**src/rtp_h264_depacketizer_core_macros.svh**
```systemverilog
// ---------------------------------------------------------------------------
// Assertion macros for the RTP H.264 depacketizer
// ---------------------------------------------------------------------------
`ifndef RTP_H264_DEPACKETIZER_CORE_MACROS_SVH
`define RTP_H264_DEPACKETIZER_CORE_MACROS_SVH

// Same-cycle implication, sampled on clk, off during reset.
`define RHD_ASSERT_IMP(lbl, ante, cons, msg) \
  lbl: assert property (@(posedge clk) disable iff (rst) (ante) |-> (cons)) \
    else $error(msg);

// Next-cycle implication, sampled on clk, off during reset.
`define RHD_ASSERT_NEXT(lbl, ante, cons, msg) \
  lbl: assert property (@(posedge clk) disable iff (rst) (ante) |=> (cons)) \
    else $error(msg);

`endif

```
**src/rhd_pkg.sv**
```systemverilog
// ---------------------------------------------------------------------------
// rhd_pkg
// Shared types and constants of the RTP H.264 depacketizer.
// ---------------------------------------------------------------------------
`timescale 1ns / 1ps
`default_nettype none

package rhd_pkg;

  localparam logic [7:0] START_CODE_TAIL   = 8'h01;
  localparam logic [4:0] MAX_SINGLE_TYPE   = 5'd23;
  localparam logic [4:0] STAP_A_TYPE       = 5'd24;
  localparam logic [4:0] FU_A_TYPE         = 5'd28;
  localparam logic [6:0] RTP_FIXED_HDR_LEN = 7'd12;
  localparam int         QUEUE_DEPTH       = 4;

  // One request from the parser: optional abandon notice, optional start
  // code, optional data result.
  typedef struct packed {
    logic       drop;
    logic [4:0] drop_kind;
    logic       start;
    logic       emit;
    logic [7:0] data;
    logic       data_valid;
    logic [4:0] kind;
    logic       last;
  } cmd_t;

endpackage

`default_nettype wire

```
**src/rhd_front.sv**
```systemverilog
// ---------------------------------------------------------------------------
// rhd_front
// Packet parser: skips the RTP header, classifies the payload and turns each
// byte into at most one request.
// ---------------------------------------------------------------------------
`timescale 1ns / 1ps
`default_nettype none

module rhd_front (
  input  wire logic          clk,
  input  wire logic          rst,
  input  wire logic          push,
  input  wire logic          q_full,
  input  wire logic [7:0]    in_byte,
  input  wire logic          pkt_last,
  output rhd_pkg::cmd_t      cmd,
  output logic               cmd_push
);
  import rhd_pkg::*;

  typedef enum logic [2:0] {
    PH_HDR, PH_IND, PH_SINGLE, PH_STAPHI, PH_STAPLO, PH_UNIT, PH_FU, PH_SKIP
  } phase_t;

  phase_t      phase, phase_next;
  logic [6:0]  header_count, header_count_next;
  logic [3:0]  csrc_count, csrc_count_next;
  logic [2:0]  indicator_bits, indicator_bits_next;
  logic        nal_open, nal_open_next;
  logic [4:0]  open_type, open_type_next;
  logic [15:0] stap_remaining, stap_remaining_next;
  logic [1:0]  fragment_role, fragment_role_next;

  logic        accept;
  logic [6:0]  hdr_limit;
  logic [4:0]  pt;
  logic        unit_end;

  assign accept = push && !q_full;
  assign pt     = in_byte[4:0];

  always_comb begin
    phase_next          = phase;
    header_count_next   = header_count;
    csrc_count_next     = csrc_count;
    indicator_bits_next = indicator_bits;
    nal_open_next       = nal_open;
    open_type_next      = open_type;
    stap_remaining_next = stap_remaining;
    fragment_role_next  = fragment_role;
    cmd                 = '0;
    hdr_limit           = RTP_FIXED_HDR_LEN;
    unit_end            = 1'b0;

    if (accept) begin
      unique case (phase)
        PH_HDR: begin
          if (header_count == '0) csrc_count_next = in_byte[3:0];
          header_count_next = header_count + 7'd1;
          hdr_limit = RTP_FIXED_HDR_LEN + {1'b0, csrc_count_next, 2'b00};
          if (header_count_next >= hdr_limit) phase_next = PH_IND;
        end
        PH_IND: begin
          indicator_bits_next = in_byte[7:5];
          if (pt == FU_A_TYPE) begin
            fragment_role_next = 2'd0;
            phase_next = PH_FU;
          end else begin
            // every other type closes out an open FU NAL
            cmd.drop      = nal_open;
            cmd.drop_kind = open_type;
            nal_open_next = 1'b0;
            if (pt <= MAX_SINGLE_TYPE) begin
              open_type_next = pt;
              cmd.start      = 1'b1;
              cmd.emit       = 1'b1;
              cmd.data       = in_byte;
              cmd.data_valid = 1'b1;
              cmd.kind       = pt;
              cmd.last       = pkt_last;
              phase_next     = PH_SINGLE;
            end else if (pt == STAP_A_TYPE) begin
              phase_next = PH_STAPHI;
            end else begin
              phase_next = PH_SKIP;
            end
          end
        end
        PH_SINGLE: begin
          cmd.emit       = 1'b1;
          cmd.data       = in_byte;
          cmd.data_valid = 1'b1;
          cmd.kind       = open_type;
          cmd.last       = pkt_last;
        end
        PH_STAPHI: begin
          stap_remaining_next = {in_byte, 8'h00};
          phase_next = PH_STAPLO;
        end
        PH_STAPLO: begin
          stap_remaining_next = {stap_remaining[15:8], in_byte};
          fragment_role_next  = 2'd0;
          phase_next = (stap_remaining_next != '0) ? PH_UNIT : PH_SKIP;
        end
        PH_UNIT: begin
          stap_remaining_next = stap_remaining - 16'd1;
          unit_end = (stap_remaining_next == '0) || pkt_last;
          cmd.emit       = 1'b1;
          cmd.data       = in_byte;
          cmd.data_valid = 1'b1;
          cmd.last       = unit_end;
          if (fragment_role == 2'd0) begin
            open_type_next     = pt;
            cmd.start          = 1'b1;
            cmd.kind           = pt;
            fragment_role_next = 2'd1;
          end else begin
            cmd.kind = open_type;
          end
          if (stap_remaining_next == '0) phase_next = PH_SKIP;
        end
        PH_FU: begin
          if (fragment_role == 2'd0) begin
            if (in_byte[7]) begin
              cmd.drop           = nal_open;
              cmd.drop_kind      = open_type;
              open_type_next     = pt;
              nal_open_next      = 1'b1;
              cmd.start          = 1'b1;
              cmd.emit           = 1'b1;
              cmd.data           = {indicator_bits, pt};
              cmd.data_valid     = 1'b1;
              cmd.kind           = pt;
              fragment_role_next = 2'd1;
            end else if (!nal_open) begin
              phase_next = PH_SKIP;
            end else if (in_byte[6]) begin
              if (pkt_last) begin
                // empty end fragment: close with a dataless result
                cmd.emit      = 1'b1;
                cmd.kind      = open_type;
                cmd.last      = 1'b1;
                nal_open_next = 1'b0;
              end else begin
                fragment_role_next = 2'd2;
              end
            end else begin
              fragment_role_next = 2'd1;
            end
          end else begin
            unit_end       = (fragment_role == 2'd2) && pkt_last;
            cmd.emit       = 1'b1;
            cmd.data       = in_byte;
            cmd.data_valid = 1'b1;
            cmd.kind       = open_type;
            cmd.last       = unit_end;
            if (unit_end) nal_open_next = 1'b0;
          end
        end
        PH_SKIP: begin
        end
        default: begin
        end
      endcase

      if (pkt_last) begin
        phase_next        = PH_HDR;
        header_count_next = '0;
      end
    end
  end

  assign cmd_push = accept && (cmd.drop || cmd.emit);

  always_ff @(posedge clk) begin
    if (rst) begin
      phase          <= PH_HDR;
      header_count   <= '0;
      csrc_count     <= '0;
      indicator_bits <= '0;
      nal_open       <= 1'b0;
      open_type      <= '0;
      stap_remaining <= '0;
      fragment_role  <= '0;
    end else begin
      phase          <= phase_next;
      header_count   <= header_count_next;
      csrc_count     <= csrc_count_next;
      indicator_bits <= indicator_bits_next;
      nal_open       <= nal_open_next;
      open_type      <= open_type_next;
      stap_remaining <= stap_remaining_next;
      fragment_role  <= fragment_role_next;
    end
  end

endmodule

`default_nettype wire

```
**src/rhd_fifo.sv**
```systemverilog
// ---------------------------------------------------------------------------
// rhd_fifo
// Request queue between the parser and the result sequencer.
// ---------------------------------------------------------------------------
`timescale 1ns / 1ps
`default_nettype none

module rhd_fifo #(
  parameter int Depth = rhd_pkg::QUEUE_DEPTH
) (
  input  wire logic          clk,
  input  wire logic          rst,
  input  wire logic          wr_en,
  input  rhd_pkg::cmd_t      wr_data,
  output logic               full,
  input  wire logic          rd_en,
  output rhd_pkg::cmd_t      rd_data,
  output logic               empty
);
  import rhd_pkg::*;

  localparam int PtrW = (Depth > 1) ? $clog2(Depth) : 1;
  localparam int CntW = $clog2(Depth + 1);
  localparam logic [PtrW-1:0] LastPtr = PtrW'(Depth - 1);
  localparam logic [CntW-1:0] DepthCnt = CntW'(Depth);

  cmd_t            mem [Depth];
  logic [PtrW-1:0] wr_ptr, rd_ptr;
  logic [CntW-1:0] count;
  logic            do_wr, do_rd;

  assign full    = (count == DepthCnt);
  assign empty   = (count == '0);
  assign do_wr   = wr_en && !full;
  assign do_rd   = rd_en && !empty;
  assign rd_data = mem[rd_ptr];

  always_ff @(posedge clk) begin
    if (do_wr) mem[wr_ptr] <= wr_data;
  end

  always_ff @(posedge clk) begin
    if (rst) begin
      wr_ptr <= '0;
      rd_ptr <= '0;
      count  <= '0;
    end else begin
      if (do_wr) wr_ptr <= (wr_ptr == LastPtr) ? '0 : wr_ptr + PtrW'(1);
      if (do_rd) rd_ptr <= (rd_ptr == LastPtr) ? '0 : rd_ptr + PtrW'(1);
      if (do_wr && !do_rd)      count <= count + CntW'(1);
      else if (do_rd && !do_wr) count <= count - CntW'(1);
    end
  end

endmodule

`default_nettype wire

```
**src/rhd_back.sv**
```systemverilog
// ---------------------------------------------------------------------------
// rhd_back
// Result sequencer: expands each request into abandon notice, start code and
// data results into the output register, one per cycle unless it is held.
// ---------------------------------------------------------------------------
`timescale 1ns / 1ps
`default_nettype none

module rhd_back (
  input  wire logic          clk,
  input  wire logic          rst,
  input  rhd_pkg::cmd_t      head,
  input  wire logic          q_empty,
  output logic               q_pop,
  input  wire logic          pop,
  output logic               empty,
  output logic [7:0]         out_byte,
  output logic               byte_valid,
  output logic [4:0]         nal_kind,
  output logic               first_of_nal,
  output logic               last_of_nal,
  output logic               abandon,
  output logic               run_last
);
  import rhd_pkg::*;

  typedef enum logic [2:0] {
    ST_DROP, ST_SC0, ST_SC1, ST_SC2, ST_SC3, ST_DATA
  } step_t;

  step_t      step, cur, nxt;
  logic       busy;
  logic       out_valid;
  logic       advance;
  logic       fin;
  logic [7:0] r_byte;
  logic       r_valid, r_first, r_last, r_abandon;
  logic [4:0] r_kind;

  always_comb begin
    if (busy)           cur = step;
    else if (head.drop) cur = ST_DROP;
    else if (head.start) cur = ST_SC0;
    else                cur = ST_DATA;

    r_byte    = 8'h00;
    r_valid   = 1'b1;
    r_kind    = head.kind;
    r_first   = 1'b0;
    r_last    = 1'b0;
    r_abandon = 1'b0;
    nxt       = ST_DATA;
    fin       = 1'b0;

    unique case (cur)
      ST_DROP: begin
        r_valid   = 1'b0;
        r_kind    = head.drop_kind;
        r_abandon = 1'b1;
        if (head.start)     nxt = ST_SC0;
        else if (head.emit) nxt = ST_DATA;
        else                fin = 1'b1;
      end
      ST_SC0: begin
        r_first = 1'b1;
        nxt     = ST_SC1;
      end
      ST_SC1: nxt = ST_SC2;
      ST_SC2: nxt = ST_SC3;
      ST_SC3: begin
        r_byte = START_CODE_TAIL;
        nxt    = ST_DATA;
      end
      ST_DATA: begin
        r_byte  = head.data;
        r_valid = head.data_valid;
        r_last  = head.last;
        fin     = 1'b1;
      end
      default: fin = 1'b1;
    endcase
  end

  // hold the output register until taken; refill in the same cycle as pop
  assign advance = !q_empty && (!out_valid || pop);
  assign q_pop   = advance && fin;
  assign empty   = !out_valid;

  always_ff @(posedge clk) begin
    if (rst) begin
      out_valid <= 1'b0;
      busy      <= 1'b0;
      step      <= ST_DROP;
    end else begin
      if (advance) begin
        out_valid    <= 1'b1;
        busy         <= !fin;
        step         <= nxt;
        out_byte     <= r_byte;
        byte_valid   <= r_valid;
        nal_kind     <= r_kind;
        first_of_nal <= r_first;
        last_of_nal  <= r_last;
        abandon      <= r_abandon;
        run_last     <= fin;
      end else if (pop) begin
        out_valid <= 1'b0;
      end
    end
  end

endmodule

`default_nettype wire

```
**src/rtp_h264_depacketizer_core.sv**
```systemverilog
// ---------------------------------------------------------------------------
// rtp_h264_depacketizer_core
// RTP H.264 depacketizer: RTP packet bytes in, Annex B bytes out.
// ---------------------------------------------------------------------------
// Input side: a queue write port. Present in_byte and pkt_last with push;
// the byte is taken on a clock edge with push high and full low.
// Output side: a queue read port. While empty is low the oldest result sits
// on out_byte, byte_valid, nal_kind, first_of_nal, last_of_nal, abandon and
// run_last; pop with empty low takes it.
// The parser takes one byte per cycle while full is low and writes at most
// one request into a QueueDepth-entry request queue. The sequencer turns a
// request into one to six results (abandon notice, four start code bytes,
// NAL byte), one per cycle while the output register is free or popped. A
// byte with one result passes the request queue, then the output register;
// a NAL start holds the sequencer through its start code and NAL byte, after
// any abandon notice. Payload bytes pass at one byte per cycle while the
// receiver pops; full also rises when start code bursts outrun the queue.
// When the receiver stalls, the output register holds and the queue fills,
// then full rises. Reset clears the queue, the output register and the
// parser state; the parser then expects the first byte of an RTP header.
// ---------------------------------------------------------------------------
`timescale 1ns / 1ps
`default_nettype none

`include "rtp_h264_depacketizer_core_macros.svh"

module rtp_h264_depacketizer_core #(
  parameter int QueueDepth = rhd_pkg::QUEUE_DEPTH
) (
  input  wire logic       clk,
  input  wire logic       rst,
  input  wire logic       push,
  output logic            full,
  input  wire logic [7:0] in_byte,
  input  wire logic       pkt_last,
  output logic            empty,
  input  wire logic       pop,
  output logic [7:0]      out_byte,
  output logic            byte_valid,
  output logic [4:0]      nal_kind,
  output logic            first_of_nal,
  output logic            last_of_nal,
  output logic            abandon,
  output logic            run_last
);
  import rhd_pkg::*;

  cmd_t cmd, head;
  logic cmd_push, q_full, q_empty, q_pop;

  assign full = q_full;

  rhd_front u_front (
    .clk      (clk),
    .rst      (rst),
    .push     (push),
    .q_full   (q_full),
    .in_byte  (in_byte),
    .pkt_last (pkt_last),
    .cmd      (cmd),
    .cmd_push (cmd_push)
  );

  rhd_fifo #(
    .Depth (QueueDepth)
  ) u_fifo (
    .clk     (clk),
    .rst     (rst),
    .wr_en   (cmd_push),
    .wr_data (cmd),
    .full    (q_full),
    .rd_en   (q_pop),
    .rd_data (head),
    .empty   (q_empty)
  );

  rhd_back u_back (
    .clk          (clk),
    .rst          (rst),
    .head         (head),
    .q_empty      (q_empty),
    .q_pop        (q_pop),
    .pop          (pop),
    .empty        (empty),
    .out_byte     (out_byte),
    .byte_valid   (byte_valid),
    .nal_kind     (nal_kind),
    .first_of_nal (first_of_nal),
    .last_of_nal  (last_of_nal),
    .abandon      (abandon),
    .run_last     (run_last)
  );

  `RHD_ASSERT_IMP(a_abandon_bare, !empty && abandon, !byte_valid && !first_of_nal && !last_of_nal && out_byte == 8'h00, "abandon notice carries data or NAL marks")
  `RHD_ASSERT_IMP(a_first_is_zero, !empty && first_of_nal, byte_valid && out_byte == 8'h00 && !run_last && !abandon, "first start code byte malformed")
  `RHD_ASSERT_NEXT(a_drain, !empty && pop && q_empty, empty, "result appeared with no request queued")

endmodule

`default_nettype wire

```
**config.mk**
```make
export PLATFORM = sky130hd
export DESIGN_NAME = rtp_h264_depacketizer_core
export DESIGN_NICKNAME = d
export VERILOG_FILES = /design/src/rhd_pkg.sv /design/src/rhd_front.sv /design/src/rhd_fifo.sv /design/src/rhd_back.sv /design/src/rtp_h264_depacketizer_core.sv
export VERILOG_INCLUDE_DIRS = /design/src /design/src/src
export SDC_FILE = /design/constraint.sdc
export NUM_CORES = 1
export LEC_CHECK = 0
export ABC_AREA = 1
export BUFFER_PORTS_ARGS = -buffer_cell sky130_fd_sc_hd__buf_4
export CAP_MARGIN = 30
export CORE_ASPECT_RATIO = 0.8
export CORE_MARGIN = 5
export CORE_UTILIZATION = 45
export DETAILED_ROUTE_END_ITERATION = 8
export SKIP_CTS_REPAIR_TIMING = 1
export SKIP_LAST_GASP = 1
export SLEW_MARGIN = 20
export SYNTH_ARGS = -nofsm -noshare
export SYNTH_HDL_FRONTEND = slang
export SYNTH_HIERARCHICAL = 1
export SYNTH_SLANG_ARGS = --single-unit
```
**constraint.sdc**
```tcl
create_clock -name clk -period 4.15 [get_ports clk]
set_input_delay 0.415 -clock clk [delete_from_list [all_inputs] [get_ports clk]]
set_output_delay 0.415 -clock clk [all_outputs]
set_load 0.01 [all_outputs]
```
==> results of run 1 <==
## metrics by stage
stage	setup WS (ns)	std cells	hold WS, ns	utilization	instance area, um2
after floorplan	1.01	940	0.446	-	8530
after global placement	0.931	1213	0.469	0.476	8950
after global routing	0.486	1246	0.260	0.509	9580
final	0.842	1246	0.243	0.509	9580
after CTS	0.842	1246	0.231	0.509	9580
after detailed placement	0.893	1214	0.477	0.476	8960
## state kept, by name, summed over array words and instances, names as in the netlist, named ones only
signal,count
u_fifo/rd_ptr,2
u_front/stap_remaining,16
u_back/busy,1
u_back/first_of_nal,1
u_front/open_type,5
u_front/csrc_count,4
u_fifo/mem,92
u_back/abandon,1
u_front/header_count,7
u_front/nal_open,1
u_back/step,3
u_back/out_valid,1
u_back/nal_kind,5
u_back/out_byte,8
u_fifo/wr_ptr,2
u_back/last_of_nal,1
u_front/fragment_role,2
u_front/phase,3
u_fifo/count,3
u_back/byte_valid,1
u_back/run_last,1
u_front/indicator_bits,3
## synthesized netlist by cell type (all sizes together) (11+ instances only)
| cell type | instances | area, um2 |
|---|---|---|
| a21oi | 52 | 268 |
| a31oi | 16 | 100 |
| buf | 14 | 154 |
| dfxtp | 55 | 1100 |
| edfxtp | 110 | 3300 |
| ha | 17 | 213 |
| inv | 114 | 440 |
| nand2 | 149 | 584 |
| nand3 | 27 | 153 |
| nor2 | 175 | 801 |
| nor3 | 19 | 100 |
| o21ai | 110 | 622 |
| o22ai | 30 | 288 |
| xor2 | 11 | 96.3 |
## worst min-delay path, delay by kind of cell
kind / cells / cell delay (ns)
buf+inv: 2 / 0.12
compound gates: 1 / 0.05
simple gates: 1 / 0.05
## area by class of cell
cell class,instances,area [um2],share of cell area
Multi-Input combinational cell,636,3480,0.363
Clock inverter,15,193,0.0201
Tap cell,258,323,0.0337
Sequential cell,165,4400,0.460
Clock buffer,17,425,0.0444
Inverter,114,440,0.0460
Timing Repair Buffer,41,312,0.0325
## layer usage
metal	vias to the layer above	share of wire
li1	3268	-
met1	3190	0.51
met2	186	0.43
met3	18	0.050
met4	0	0.0094
met5	-	0
## worst max path at each step
stage                     depth (start not counted)               end        startpoint
after floorplan                                  11  u_fifo/mem[0][0]   u_fifo/count[0]
after global routing                             20   u_fifo/count[2]  u_front/phase[1]
after global placement                           20   u_fifo/count[2]  u_front/phase[1]
after CTS                                        20   u_fifo/count[2]  u_front/phase[1]
after detailed placement                         20   u_fifo/count[2]  u_front/phase[1]
final                                            20   u_fifo/count[2]  u_front/phase[1]
## kinds of logic after synthesis
kind of cell,count (synthesis)
simple gates,385
flops,165
fa+ha+maj,18
xor+xnor,11
compound gates,222
buf+inv,139
## power by group through the flow
stage          Sequential [uW]  Clock [uW]  Combinational, uW
3_3_place_gp              2270           0               2160
3_5_place_dp              2270           0               2180
5_1_grt                   2270        1780               2470
2_1_floorplan             2270           0               1590
6_report                  2240        1660               2200
4_1_cts                   2240        1710               2190
==> impl_metrics.yaml, run 1 <==
routing:
  drtIter0Drc: 644
  drtAntennaViolNets: 0
  wl_per_cell_um: 17.0
  via_per_inst: 5.35
  vias: 6662
  wl_um: 21100
  first_pass_iters: 7
  drc: 0
final_layout:
  n_antenna_cell: 0
  area_delta_synth_final_pct: 12.3
  final_common_cell: "nand2_1"
  layout-drive-gt1-share: 0.173
  mostFrequentLayoutCells: "nand2_1, nor2_1, edfxtp_1, inv_1, o21ai_0"
  finalNetCount: 1006
  fillCellCount: 1801
timing:
  finalHoldViolCount: 0
  period_share: 0.797
  worst_slew_pin_slew_ns: 0.934
  slew_violations: 0
  clock.fmax_mhz: 302
  final-setup-viol-count: 0
  finalCriticalPeriod_ns: 3.31
  rsz0062_at_grt: "no"
  slew_headroom: 0.377
  fin_skew_ns: 0.0167
  finalSetupTns_ns: 0
pwr:
  irDropWorstVdd_v: 0.000324
  netSwitchingFraction: 0.385
  switching_power_uw: 2350
  pwr-share-comb: 0.360
  p_per_area_mw_per_mm2: 637
  internal_power_uw: 3750
  leakagePower_uw: 0.00384
  p_clk_frac: 0.273
  p_total_uw: 6100
  sequentialPowerShare: 0.367
synth:
  yosys.area_share.simple: 0.206
  async_reset_ff_frac: 0
  syn-num-nets: 971
  synth_xor_area_frac: 0.0113
  synth_area_per_cell_um2: 9.07
  ys_warn_count: 6
  syn_area_mm2: 0.00853
  yosys_most_used_dff: "edfxtp_1"
  synth_edf_count: 110
  muxShareOfSynthArea: 0
  synth-seq-cells: 165
  synth_top_family_by_area: "simple AND/OR/NAND/NOR gates"
  ys_types: 47
  synth-compound-area-share: 0.162
  synthCells: 940
  yosysSeqAreaShare: 0.516
  synthAdderAreaFrac: 0.0273
worst_setup_path:
  end_kind: "flop"
  rrSetupSlack_ns: 0.84
  critical_path.max_stage_delay_ns: 0.44
  crit_arrival_ns: 3.64
  r2r_cells: 20
  crit_path_top_delay_cell: "dfxtp_1"
  cp_max_fo: 13
  critPathRequiredTime_ns: 4.48
  worstReg2RegStart: "u_front/phase[1]"
  critical_path.cell_chain: "inv_2, nor2_1, nand2_2, nor2_1, inv_1, o21ai_1, nand2_1, nor3_2, or2_1, nand2_1, inv_2, ha_1, inv_1, fa_1, inv_1, nand2_1, nand3_1, nand2_1, inv_1, nor2_1"
  critPathKind: "flop to flop"
  path_buf_inv: 6
  cp_top_family: "simple AND/OR/NAND/NOR gates"
  r2r-end: "u_fifo/count[2]"
  start_kind: "flop"
global_route:
  gr-max-usage-layer: "met1"
  grt_pass1_vias: 6324
  grt_start_max_net_pins: 47
  use_met3: 0.0380
  grt_pass1_wl_um: 33800
  met1_usage: 0.298
  overflow: 0
  met2_usage: 0.294
  antenna_found_initial: 0
  track_usage: 0.198
min_path:
  hold_path.class: "input port to flop"
  holdPathStages: 4
  holdPathEnd: "u_back/out_valid"
  hp-start: "pop"
outcome:
  status: "complete, no violations"
die:
  die-area_mm2: 0.0218
  die_w_um: 164
  initial_utilization: 0.453
  ios: 33
  core-area_mm2: 0.0188
  core.rowCount: 45
  die_h_um: 133
clock_tree:
  cts-root-buf: "clkbuf_16"
  numCtsBuffers: 17
  cts_tree: "done"
  clk_path_buf_depth: 2
  htreeDepth: 4
  clk_latency_ns: 0.44
  clock-sinks: 165
  clk_pin_slew_ns: 0.07
placement:
  hpwl_um: 14500
  gp_congestion: 0.912
  numPortBuffers: 32
job:
  max-cap-violations: 0
(Power assumes the default switching activity.)
==> run 2: changes to the inputs <==
Clock period 4.15 ns to 3.3 ns, I/O delays scaled along.
==> impl_metrics.yaml, run 2 (synthesized netlist as in run 1, its figures left out) <==
timing:
  holdWs_ns: 0.158
  period_share: 0.899
  slew_violations: 0
  clock.fmax_mhz: 337
  rsz0062_at_grt: "yes"
  finalCriticalPeriod_ns: 2.97
  finalHoldViolCount: 0
  fin_skew_ns: 0.00750
  final-setup-viol-count: 0
  worst_slew_pin_slew_ns: 0.914
  slew_headroom: 0.390
final_layout:
  reg.largest.list: "u_fifo/mem: 92 flops, u_front/stap_remaining: 16 flops, u_back/out_byte: 8 flops"
  largest_reg_flops: 92
  final_common_cell: "nand2_1"
  finalNetCount: 1019
  n_antenna_cell: 0
  regMostFlops: "u_fifo/mem"
  mostFrequentLayoutCells: "nand2_1, nor2_1, edfxtp_1, inv_1, o21ai_0"
  layout-drive-gt1-share: 0.189
  fin_util: 0.513
  area_delta_synth_final_pct: 13.1
  finalInstanceArea_mm2: 0.00965
  fillCellCount: 1776
clock_tree:
  cts-root-buf: "clkbuf_16"
  clk_pin_slew_ns: 0.07
  clock-sinks: 165
  htreeDepth: 4
  clk_latency_ns: 0.43
  cts_tree: "done"
  numCtsBuffers: 17
  clk_path_buf_depth: 2
die:
  die-area_mm2: 0.0218
  core-area_mm2: 0.0188
  initial_utilization: 0.453
  die_w_um: 164
  die_h_um: 133
  ios: 33
  core.rowCount: 45
worst_setup_path:
  critPathRequiredTime_ns: 3.63
  crit_path_top_delay_cell: "fa_1"
  crit_arrival_ns: 3.30
  worstReg2RegStart: "u_front/phase[1]"
  path_buf_inv: 6
  crit_top_cell: "inv_1"
  cp_max_fo: 7
  startpoint: "u_front/phase[1]"
  critical_path.cell_chain: "inv_2, nor2_1, nand2_2, nor2_1, inv_1, o21ai_1, nand2_1, nor3_4, or2_4, nand2_2, inv_2, ha_1, inv_1, fa_1, inv_1, nand2_1, nand3_1, nand2_1, inv_1, nor2_1"
  cp_top_family: "simple AND/OR/NAND/NOR gates"
  critical_path.max_stage_delay_ns: 0.44
  end_kind: "flop"
  critPathKind: "flop to flop"
  start_kind: "flop"
pwr:
  leakagePower_uw: 0.00390
  internal_power_uw: 4580
  switching_power_uw: 3000
  p_per_area_mw_per_mm2: 785
  netSwitchingFraction: 0.395
  p_clk_frac: 0.255
  pwr-share-comb: 0.372
  sequentialPowerShare: 0.373
  irDropWorstVdd_v: 0.000321
  p_total_uw: 7580
routing:
  drtIter0Drc: 636
  drc: 0
  first_pass_iters: 6
  drtAntennaViolNets: 0
  wl_per_cell_um: 16.3
  vias: 6596
  wl_um: 20500
  via_per_inst: 5.24
global_route:
  overflow: 0
  grt_pass1_vias: 6198
  track_usage: 0.193
  antenna_found_initial: 0
  grt_start_max_net_pins: 37
  grt_pass1_wl_um: 33100
placement:
  placed_area_mm2: 0.00905
  gp_congestion: 0.946
  numPortBuffers: 32
  hpwl_um: 14200
job:
  max-cap-violations: 0
min_path:
  hp-start: "pop"
  hold_path.class: "input port to flop"
outcome:
  status: "complete, no violations"
run 2: cell count changes in the layout (fill, tap and decap cells not counted), sizes merged:
cell | before | now
inv | 120 | 124
buf | 41 | 54
clkinv | 4 | 3
bufinv | 3 | 0
run 2: final cells by class:
class	count	area [um2]	share of cell area
well taps	258	323	0.0335
multi-input cells	636	3500	0.362
clock buffers	17	425	0.0441
inverters	114	440	0.0456
repair buffers	54	405	0.0420
flip-flops and latches	165	4410	0.457
clock inverters	15	154	0.0159
run 2: tightest hold or removal path: cells and delay by family:
kind                   cells  cell delay, ns
buffers and inverters      2            0.11
AO/OA/AOI/OAI              1            0.05
AND/OR/NAND/NOR            1            0.05
run 2: through the flow:
step                worst slack [ns]  cells  setup TNS (ns)
floorplan                      0.157    940               0
global placement               0.251   1226               0
detailed placement             0.163   1226               0
CTS                            0.130   1258               0
global route                -0.00908   1259        -0.00908
finish                         0.335   1259               0
run 2: power groups by stage:
| stage | Clock, uW | Combinational, uW | Sequential, uW |
|---|---|---|---|
| floorplan | 0 | 2000 | 2850 |
| global placement | 0 | 2770 | 2860 |
| detailed placement | 0 | 2780 | 2860 |
| CTS | 1970 | 2790 | 2830 |
| global route | 2070 | 3200 | 2860 |
| finish | 1930 | 2820 | 2830 |
run 2: path summary, 6_finish.rpt:
path	endpoint	slack, ns	depth (start not counted)
hold / removal	u_back/out_valid	0.16	4
setup / recovery	u_fifo/count[2]	0.33	20
hold reg to reg	u_back/out_valid	0.48	2
setup reg to reg	u_fifo/count[2]	0.33	20
run 2: metal layers:
metal	wire length [um]	global-route usage	vias up
met5	0	0	-
met4	148	0.0424	0
met2	8840	0.281	187
met3	1260	0.0424	15
li1	-	-	3300
met1	10300	0.296	3094
==> run 3: changes to the inputs <==
Clock period 3.3 ns to 2.8 ns, I/O delays scaled along.
==> impl_metrics.yaml, run 3 (synthesized netlist as in run 1, its figures left out) <==
worst_setup_path:
  cp_max_fo: 4
  critical_path.cell_chain: "nor2_4, inv_2, nor2_4, o21ai_1, nor2_1, o21ai_1, nand2_1, nand2_2, or2_4, nand2_1, inv_2, ha_2, inv_2, fa_2, o21ai_2, nor2_1"
  start_kind: "flop"
  critPathRequiredTime_ns: 3.11
  path_buf_inv: 3
  crit_path_top_delay_cell: "fa_2"
  critPathKind: "flop to flop"
  critical_path.max_stage_delay_ns: 0.43
  crit_top_cell: "inv_2"
  end_kind: "flop"
  crit_arrival_ns: 2.91
  rrSetupSlack_ns: 0.20
  cp_top_family: "simple AND/OR/NAND/NOR gates"
final_layout:
  mostFrequentLayoutCells: "nand2_1, nor2_1, edfxtp_1, inv_1, o21ai_0"
  reg.largest.list: "u_fifo/mem: 92 flops, u_front/stap_remaining: 16 flops, u_back/out_byte: 8 flops"
  seq_area_mm2: 0.00442
  area_delta_synth_final_pct: 16.9
  layout-drive-gt1-share: 0.224
  regMostFlops: "u_fifo/mem"
  n_antenna_cell: 0
  fillCellCount: 1762
  final_cells: 1285
  largest_reg_flops: 92
  fin_util: 0.530
  multi_input_area_mm2: 0.00356
  finalNetCount: 1045
  final_common_cell: "nand2_1"
global_route:
  overflow: 0
  grt_pass1_wl_um: 33600
  antenna_found_initial: 0
  track_usage: 0.195
  grt_start_max_net_pins: 37
  grt_pass1_vias: 6333
clock_tree:
  clk_latency_ns: 0.42
  clock-sinks: 165
  htreeDepth: 4
  cts-root-buf: "clkbuf_16"
  clk_path_buf_depth: 2
  numCtsBuffers: 17
  clk_pin_slew_ns: 0.06
  cts_tree: "done"
timing:
  final-setup-viol-count: 0
  worst_slew_pin_slew_ns: 0.652
  finalCriticalPeriod_ns: 2.60
  fin_skew_ns: 0.0115
  finalHoldViolCount: 0
  clock.fmax_mhz: 385
  period_share: 0.929
  slew_violations: 0
  slew_headroom: 0.565
  worst_slack_ns: 0.200
placement:
  dp_slack_ns: -0.0377
  placed_cells: 1241
  gp_congestion: 0.891
  hpwl_um: 14400
  numPortBuffers: 32
routing:
  wl_per_cell_um: 16.0
  drtAntennaViolNets: 0
  wl_um: 20600
  drtIter0Drc: 609
  vias: 6704
  drc: 0
  via_per_inst: 5.22
  first_pass_iters: 7
die:
  initial_utilization: 0.453
  die_w_um: 164
  die_h_um: 133
  die-area_mm2: 0.0218
  core-area_mm2: 0.0188
  core.rowCount: 45
  ios: 33
job:
  max-cap-violations: 0
outcome:
  status: "complete, no violations"
pwr:
  p_per_area_mw_per_mm2: 916
  irDropWorstVdd_v: 0.000468
  leakagePower_uw: 0.00406
min_path:
  hold_path.class: "input port to flop"
## run 3: stage by stage
step / total power, uW / hold slack, ns / TNS, ns / area, um2
after detailed placement: 6760 / 0.471 / -0.0491 / 9220
after CTS: 9060 / 0.106 / -0.150 / 9780
after global routing: 9810 / 0.127 / -0.0422 / 9970
after global placement: 6740 / 0.466 / 0 / 9220
final: 9140 / 0.133 / 0 / 9970
after floorplan: 5710 / 0.349 / -25.07 / 8530
## run 3: layer usage
| metal | global-route usage | part of all wire |
|---|---|---|
| met3 | 0.0411 | 0.053 |
| met2 | 0.284 | 0.44 |
| met5 | 0 | 0 |
| met1 | 0.299 | 0.50 |
| met4 | 0.0429 | 0.0062 |
## run 3: tightest hold or removal path, stage by stage
cell     delay (ns)
buf_4          0.07
inv_1          0.04
nand2_1        0.05
a21oi_1        0.05
## run 3: area by class of cell
type	count	share of cell area
clock buffer	18	0.0430
clock inverter	14	0.0141
multi-input combinational	636	0.357
tap	258	0.0324
inverter	114	0.0444
sequential	165	0.443
timing repair buffer	80	0.0664
## run 3: final timing paths
path | endpoint | startpoint | depth (start not counted)
setup / recovery | u_fifo/count[1] | u_front/fragment_role[1] | 16
hold / removal | u_back/out_valid | pop | 4
setup reg to reg | u_fifo/count[1] | u_front/fragment_role[1] | 16
hold reg to reg | u_back/out_valid | u_back/out_valid | 2
## run 3: report_power, final
part           switching, uW  total, uW  internal, uW
clock network           1010       2270          1260
registers                220       3310          3090
logic                   2290       3550          1260
total                   3530       9140          5610
